==> config.mk <==
export PLATFORM = sky130hd
export DESIGN_NAME = wav_riff_header_parser_unit
export DESIGN_NICKNAME = d
export VERILOG_FILES = /design/src/sv/wav_riff_pkg.sv /design/src/sv/wav_riff_header_parser_unit.sv
export SDC_FILE = /design/constraint.sdc
export NUM_CORES = 1
export LEC_CHECK = 0
export ABC_AREA = 1
export BUFFER_PORTS_ARGS = -buffer_cell sky130_fd_sc_hd__buf_2
export CORE_MARGIN = 4
export CORE_UTILIZATION = 45
export CTS_CLUSTER_DIAMETER = 60
export DETAILED_ROUTE_END_ITERATION = 16
export SETUP_SLACK_MARGIN = 0.02
export SYNTH_ARGS = -nofsm -noshare
export SYNTH_HDL_FRONTEND = slang
export SYNTH_SLANG_ARGS = --single-unit
==> constraint.sdc <==
create_clock -name clk -period 6.7 [get_ports clk]
set_input_delay 0 -clock clk [delete_from_list [all_inputs] [get_ports clk]]
set_output_delay 0 -clock clk [all_outputs]
set_load 0.01 [all_outputs]
==> src/sv/wav_riff_pkg.sv <==
// Package: types and constants for the RIFF/WAVE header parser.
package wav_riff_pkg;

  localparam logic [31:0] ID_RIFF        = 32'h4646_4952;
  localparam logic [31:0] ID_WAVE        = 32'h4556_4157;
  localparam logic [31:0] ID_FMT         = 32'h2074_6D66;
  localparam logic [31:0] ID_DATA        = 32'h6174_6164;
  localparam logic [31:0] FMT_WITH_EXTRA = 32'd18;
  localparam logic [15:0] FORMAT_PCM     = 16'd1;

  typedef enum logic [3:0] {
    PH_ID        = 4'd0,
    PH_RIFF_SIZE = 4'd1,
    PH_RIFF_TYPE = 4'd2,
    PH_FMT_SIZE  = 4'd3,
    PH_FMT_TAG   = 4'd4,
    PH_FMT_CH    = 4'd5,
    PH_FMT_RATE  = 4'd6,
    PH_FMT_BRATE = 4'd7,
    PH_FMT_ALIGN = 4'd8,
    PH_FMT_DEPTH = 4'd9,
    PH_FMT_EXTRA = 4'd10,
    PH_DATA_SIZE = 4'd11,
    PH_SKIP_SIZE = 4'd12,
    PH_SKIP      = 4'd13,
    PH_DONE      = 4'd14
  } phase_t;

  typedef enum logic [1:0] {
    ERR_NONE   = 2'd0,
    ERR_NOTPCM = 2'd1,
    ERR_NOTWAV = 2'd2
  } err_t;

  typedef enum logic [2:0] {
    ST_PARSING = 3'd0,
    ST_DONE    = 3'd1,
    ST_PAST    = 3'd2,
    ST_NOTPCM  = 3'd3,
    ST_NOTWAV  = 3'd4
  } status_t;

  typedef struct packed {
    logic       restart;
    logic [7:0] byte_in;
  } in_item_t;

  typedef struct packed {
    logic [2:0]  status;
    logic [15:0] channels;
    logic [31:0] sample_rate;
    logic [15:0] bits_per_sample;
    logic [31:0] payload_size;
    logic [31:0] payload_offset;
  } out_item_t;

endpackage

==> src/sv/wav_riff_header_parser_unit.sv <==
// RIFF/WAVE header parser: one file byte per transaction in, one result out.
//
// Input channel (in_valid/in_stall/in_data): one file byte per transaction;
// in_data.restart marks the first byte of a new file and clears the parser.
// Output channel (out_valid/out_stall/out_data): exactly one result per input
// byte, in order. status: parsing, header complete on this byte, past header,
// not PCM, not WAVE. Decoded fields are valid under the two header statuses
// and zero otherwise.
// The result is presented in the cycle after its byte is taken.
// Throughput: one byte per cycle while no held result is stalled; the parse
// state and the result register both update in the cycle the byte is taken.
// Stall: a held result stays in the output register; in_stall follows
// out_stall while a result is held, so no byte is taken that has nowhere
// to go. When out_stall drops, a new byte may enter the same cycle.
// Reset (rst_n low, synchronous): parser returns to expecting a chunk id,
// all held values clear, and the output register is emptied.
module wav_riff_header_parser_unit
  import wav_riff_pkg::*;
(
  input  logic      clk,
  input  logic      rst_n,
  input  logic      in_valid,
  output logic      in_stall,
  input  in_item_t  in_data,
  output logic      out_valid,
  input  logic      out_stall,
  output out_item_t out_data
);

  phase_t      phase_r, phase_nxt;
  logic [2:0]  field_bytes_r, field_bytes_nxt;
  logic [31:0] word_shift_r, word_shift_nxt;
  logic [31:0] skip_left_r, skip_left_nxt;
  logic [31:0] byte_position_r, byte_position_nxt;
  logic [31:0] fmt_length_r, fmt_length_nxt;
  logic [15:0] format_tag_r, format_tag_nxt;
  logic [15:0] held_channels_r, held_channels_nxt;
  logic [31:0] held_rate_r, held_rate_nxt;
  logic [15:0] held_depth_r, held_depth_nxt;
  logic [31:0] held_size_r, held_size_nxt;
  err_t        error_code_r, error_code_nxt;

  logic        out_valid_r;
  out_item_t   out_data_r, out_data_nxt;
  logic        in_accept;

  assign in_stall  = out_valid_r & out_stall;
  assign in_accept = in_valid & ~in_stall;
  assign out_valid = out_valid_r;
  assign out_data  = out_data_r;

  always_comb begin
    phase_t      ph;
    logic [2:0]  fb;
    logic [31:0] ws;
    logic [31:0] v;
    logic [2:0]  flen;
    status_t     st;

    ph                = phase_r;
    fb                = field_bytes_r;
    ws                = word_shift_r;
    skip_left_nxt     = skip_left_r;
    byte_position_nxt = byte_position_r;
    fmt_length_nxt    = fmt_length_r;
    format_tag_nxt    = format_tag_r;
    held_channels_nxt = held_channels_r;
    held_rate_nxt     = held_rate_r;
    held_depth_nxt    = held_depth_r;
    held_size_nxt     = held_size_r;
    error_code_nxt    = error_code_r;
    v                 = '0;
    st                = ST_PARSING;

    if (in_data.restart) begin
      ph                = PH_ID;
      fb                = '0;
      ws                = '0;
      skip_left_nxt     = '0;
      byte_position_nxt = '0;
      fmt_length_nxt    = '0;
      format_tag_nxt    = '0;
      held_channels_nxt = '0;
      held_rate_nxt     = '0;
      held_depth_nxt    = '0;
      held_size_nxt     = '0;
      error_code_nxt    = ERR_NONE;
    end

    case (ph)
      PH_FMT_TAG, PH_FMT_CH, PH_FMT_ALIGN, PH_FMT_DEPTH, PH_FMT_EXTRA: flen = 3'd2;
      default: flen = 3'd4;
    endcase

    if (error_code_nxt == ERR_NONE && ph == PH_DONE) begin
      st = ST_PAST;
    end else if (error_code_nxt == ERR_NONE) begin
      byte_position_nxt = byte_position_nxt + 32'd1;
      if (ph == PH_SKIP) begin
        skip_left_nxt = skip_left_nxt - 32'd1;
        if (skip_left_nxt == 32'd0) ph = PH_ID;
      end else begin
        ws = ws | ({24'd0, in_data.byte_in} << {fb[1:0], 3'b000});
        fb = fb + 3'd1;
        if (fb >= flen) begin
          v  = ws;
          fb = '0;
          ws = '0;
          unique case (ph)
            PH_ID: begin
              if (v == ID_RIFF)      ph = PH_RIFF_SIZE;
              else if (v == ID_FMT)  ph = PH_FMT_SIZE;
              else if (v == ID_DATA) ph = PH_DATA_SIZE;
              else                   ph = PH_SKIP_SIZE;
            end
            PH_RIFF_SIZE: ph = PH_RIFF_TYPE;
            PH_RIFF_TYPE: begin
              if (v != ID_WAVE) error_code_nxt = ERR_NOTWAV;
              ph = PH_ID;
            end
            PH_FMT_SIZE: begin
              fmt_length_nxt = v;
              ph = PH_FMT_TAG;
            end
            PH_FMT_TAG: begin
              format_tag_nxt = v[15:0];
              if (v[15:0] != FORMAT_PCM) error_code_nxt = ERR_NOTPCM;
              ph = PH_FMT_CH;
            end
            PH_FMT_CH: begin
              held_channels_nxt = v[15:0];
              ph = PH_FMT_RATE;
            end
            PH_FMT_RATE: begin
              held_rate_nxt = v;
              ph = PH_FMT_BRATE;
            end
            PH_FMT_BRATE: ph = PH_FMT_ALIGN;
            PH_FMT_ALIGN: ph = PH_FMT_DEPTH;
            PH_FMT_DEPTH: begin
              held_depth_nxt = v[15:0];
              ph = (fmt_length_nxt == FMT_WITH_EXTRA) ? PH_FMT_EXTRA : PH_ID;
            end
            PH_FMT_EXTRA: begin
              skip_left_nxt = {16'd0, v[15:0]};
              ph = (v[15:0] == 16'd0) ? PH_ID : PH_SKIP;
            end
            PH_DATA_SIZE: begin
              held_size_nxt = v;
              ph = PH_DONE;
              st = ST_DONE;
            end
            PH_SKIP_SIZE: begin
              skip_left_nxt = v;
              ph = (v == 32'd0) ? PH_ID : PH_SKIP;
            end
            default: ph = PH_ID;
          endcase
        end
      end
    end

    if (error_code_nxt == ERR_NOTPCM)      st = ST_NOTPCM;
    else if (error_code_nxt == ERR_NOTWAV) st = ST_NOTWAV;

    phase_nxt       = ph;
    field_bytes_nxt = fb;
    word_shift_nxt  = ws;

    out_data_nxt        = '0;
    out_data_nxt.status = st;
    if (st == ST_DONE || st == ST_PAST) begin
      out_data_nxt.channels        = held_channels_nxt;
      out_data_nxt.sample_rate     = held_rate_nxt;
      out_data_nxt.bits_per_sample = held_depth_nxt;
      out_data_nxt.payload_size    = held_size_nxt;
      out_data_nxt.payload_offset  = byte_position_nxt;
    end
  end

  always_ff @(posedge clk) begin
    if (!rst_n) begin
      phase_r         <= PH_ID;
      field_bytes_r   <= '0;
      word_shift_r    <= '0;
      skip_left_r     <= '0;
      byte_position_r <= '0;
      fmt_length_r    <= '0;
      format_tag_r    <= '0;
      held_channels_r <= '0;
      held_rate_r     <= '0;
      held_depth_r    <= '0;
      held_size_r     <= '0;
      error_code_r    <= ERR_NONE;
      out_valid_r     <= 1'b0;
    end else begin
      if (in_accept) begin
        phase_r         <= phase_nxt;
        field_bytes_r   <= field_bytes_nxt;
        word_shift_r    <= word_shift_nxt;
        skip_left_r     <= skip_left_nxt;
        byte_position_r <= byte_position_nxt;
        fmt_length_r    <= fmt_length_nxt;
        format_tag_r    <= format_tag_nxt;
        held_channels_r <= held_channels_nxt;
        held_rate_r     <= held_rate_nxt;
        held_depth_r    <= held_depth_nxt;
        held_size_r     <= held_size_nxt;
        error_code_r    <= error_code_nxt;
        out_valid_r     <= 1'b1;
      end else if (!out_stall) begin
        out_valid_r     <= 1'b0;
      end
    end
  end

  always_ff @(posedge clk) begin
    if (in_accept) out_data_r <= out_data_nxt;
  end

  a_reset_empties: assert property (@(posedge clk) !rst_n |=> !out_valid_r)
    else $error("output register not empty after reset");

  a_field_count: assert property (@(posedge clk) disable iff (!rst_n)
    field_bytes_r <= 3'd3)
    else $error("field byte count out of range");

  a_skip_nonzero: assert property (@(posedge clk) disable iff (!rst_n)
    phase_r == PH_SKIP |-> skip_left_r != 32'd0)
    else $error("skip phase with zero count");

  a_past_header: assert property (@(posedge clk) disable iff (!rst_n)
    in_accept && !in_data.restart && phase_r == PH_DONE && error_code_r == ERR_NONE
    |=> out_valid_r && out_data_r.status == ST_PAST)
    else $error("byte after header not reported as past header");

  a_error_sticky: assert property (@(posedge clk) disable iff (!rst_n)
    in_accept && !in_data.restart && error_code_r != ERR_NONE
    |=> error_code_r == $past(error_code_r))
    else $error("error code changed without restart");

endmodule
==> metrics <==
layout cells sized above 1 10.49%; CP Class reg2reg; Max IR drop VDD between 0.15 and 0.2 mV; initial antenna violation count 1; Multi-input gate area ~9200 um^2; setup bufs post-CTS 0; beginning of the worst hold path in_data[0]; starting density of the core between 40% and 50%; synth unique cells 48; core area roughly 44,000 um^2; filler instances 4,453; Die Y around 220 um; Hold EP word_shift_r[0]$_SDFFE_PN0P_; Crit. End Element register; fin. max-slew vios 0; Placer Congestion about 0.96; Clock Path Buffers 3; slowest CP cell clkinv_2; Syn. warnings 0; vias in the first global route between 15,000 and 20,000; Fin Hold WS around 0.032 ns; Final Cell Area 22,430 um^2; commonest non-fill, non-tap cell in the layout nand2_1; Synth top area share a little under a quarter; Num CTS Buffers 42; required time at the worst-slack endpoint around 7 ns; Syn Area/Cell between 7 and 8 um^2; crit path buf inv count 5; WL/cell around 18 um; H-tree Lvls 2; clk root buf clkbuf_16; register area share after synthesis between 40% and 50%; clk_skew 0.02266 ns; met3 usage under 10%; total global routing overflow 0; final setup fails 0; worst slack at placement between 1.5 and 2 ns; GR Util met1 36.93%; vias 18,810; FF+latch area roughly 8600 um^2; post-layout worst setup margin approximately 2.3 ns; Placed Area 20,930 um^2; Sum Neg Setup Slack 0 ns; unrepaired setup endpoints after global routing no; ranking of synthesized cells by area dfxtp_1, edfxtp_1, nand2_1; Synth area leader dfxtp_1; Startpoint Class register; Final nets between 2,000 and 3,000; achievable frequency around 230 MHz; status finished, final reports clean; met2 Usage GRT a little under two fifths; Slew HR 27.27%; DRT Pass-1 Iters 5; Total Wirelength 61,480 um; Final period util 65.31%; Synth Cell Area 20,020 um^2; clk_lat worst skew between 0.5 and 0.6 ns; Final ANT Viol Nets 0; std cell rows 77; Worst Reg2Reg Path Length in Cells 18; die area 47,920 um^2; first-pass GRT wire length 96,200 um; hold_buf cts 8; Clock Sinks 365; Die Width ~220 um; WP data arrival roughly 4.7 ns; largest net degree at the start of global routing about 220; max_cap viols 0; Tot GR Track Use 25.12%; worst slew pin tran 1.090 ns; # IOs approximately 150; post-synthesis cell count ~2,800; FF-to-FF End out_data[95]$_SDFFCE_PN0P_; crit-path max FO 64; # placed instances 3,404; Crit path top cell by count nand2_1; via/cell ratio ~5.4; Area growth syn-to-layout 12.06%; Fin. Hold Viols 0; delay-heaviest family, CP simple AND/OR/NAND/NOR gates; commonest non-fill, non-tap cells in the layout nand2_1, nor2_1, inv_1; clock-pin slew on the worst setup and hold paths 0.06 ns; reg2reg setup slack around 2.3 ns; CP cell instances inv_1 > nor3_1 > nand2_1 > inv_1 > nor2_1 > nand3_1 > ha_1 > nand2_1 > nand2_1 > nand2_1 > nand2_2 > nand2_1 > nor2_1 > inv_2 > nand2_1 > clkinv_2 > buf_4 > nor2_1; leakage 10.11 nW; total power 5.601 mW; crit path time final approximately 4.4 ns; CTS tree built; Post-CTS Resized 0; final std cells w/o fill between 3,000 and 4,000; Crit path largest cell delay 0.66 ns; synthesis-stage register bit count between 300 and 400; Post-route DRC 0; Post-Syn Nets 2,831; Power Dens Cells between 200 and 250 nW/um^2; most crowded layer after global routing met2; r2r startpoint phase_r[2]$_SDFFE_PN0P_; Hold WC Path Type in2reg; fin util 50.83%; Worst Hold Depth 5; HPWL after detailed placement approximately 40,000 um; Port Buffers 145; initial drt markers slightly above 2,000
-- logic make-up (layout without fill, tap and decap cells) --
family / count (synthesis) / in the layout / synth area share [%]
AND/OR/NAND/NOR: 1267 / 1267 / 26.24
other: 0 / 1 / 0
buffers and inverters: 554 / 638 / 10.97
adder cells (fa/ha/maj): 5 / 5 / 0.3126
XOR/XNOR: 37 / 37 / 1.619
flip-flops: 365 / 365 / 43.06
AO/OA/AOI/OAI: 585 / 585 / 17.80
-- metal layers --
layer | vias up | share of wire [%]
met5 | - | 0.021
met4 | 2 | 3.0
met3 | 108 | 6.7
met2 | 627 | 44
met1 | 8708 | 46
li1 | 9369 | -
-- cell usage after synthesis (all sizes together) --
master  instances
a21boi          3
a21oi         115
a221oi          1
a22oi          32
a31oi          35
a32o            1
a32oi           1
and2            5
and3            4
buf            66
clkbuf         99
clkinv          1
dfxtp         234
edfxtp        131
ha              5
inv           388
nand2         608
nand3         163
nand3b          3
nand4          26
nor2          431
nor3           22
nor4            2
nor4b           1
o211ai        170
o21ai         211
o21bai          1
o221ai          2
o22ai          12
o31ai           1
or2             2
xnor2           5
xor2           32
-- state kept, by name (all words and copies together) (netlist names), 4 cells and up --
name,flops
out_data,131
byte_position_r,32
fmt_length_r,32
held_rate_r,32
held_size_r,32
skip_left_r,32
word_shift_r,32
held_channels_r,16
held_depth_r,16
phase_r,4
-- how the worst max path moves through the flow --
stage,startpoint,to,slack [ns],depth (start not counted)
finish,phase_r[2]$_SDFFE_PN0P_,out_data[95]$_SDFFCE_PN0P_,2.32,18
global route,phase_r[2]$_SDFFE_PN0P_,out_data[117]$_SDFFCE_PN0P_,1.94,18
CTS,field_bytes_r[0]$_SDFFE_PN0P_,out_data[95]$_SDFFCE_PN0P_,2.36,14
detailed placement,in_data[8],out_data[91]$_SDFFCE_PN0P_,1.99,20
global placement,in_data[8],out_data[87]$_SDFFCE_PN0P_,2.19,20
floorplan,out_valid$_SDFFE_PN0P_,out_data[0]$_SDFFCE_PN0P_,1.37,5
-- layout make-up --
class	count	area share [%]
multi-input cells	1894	41.06
flip-flops and latches	365	38.42
inverters	389	6.538
clock buffers	64	5.322
repair buffers	172	4.351
well taps	592	3.302
clock inverters	13	0.9930
diodes	1	0.01116
-- worst min-delay path, stage by stage --
cell and delay, ns:
buf_2 0.16, nand2_1 0.10, o21ai_0 0.09, a22oi_1 0.14, nor2_1 0.05
-- report_power, final --
group          internal [mW]  switching (mW)
clock network           1.43           0.945
logic                  0.214           0.537
registers               2.41          0.0642
total                   4.05            1.55
Power figures use the tool's default switching activity.
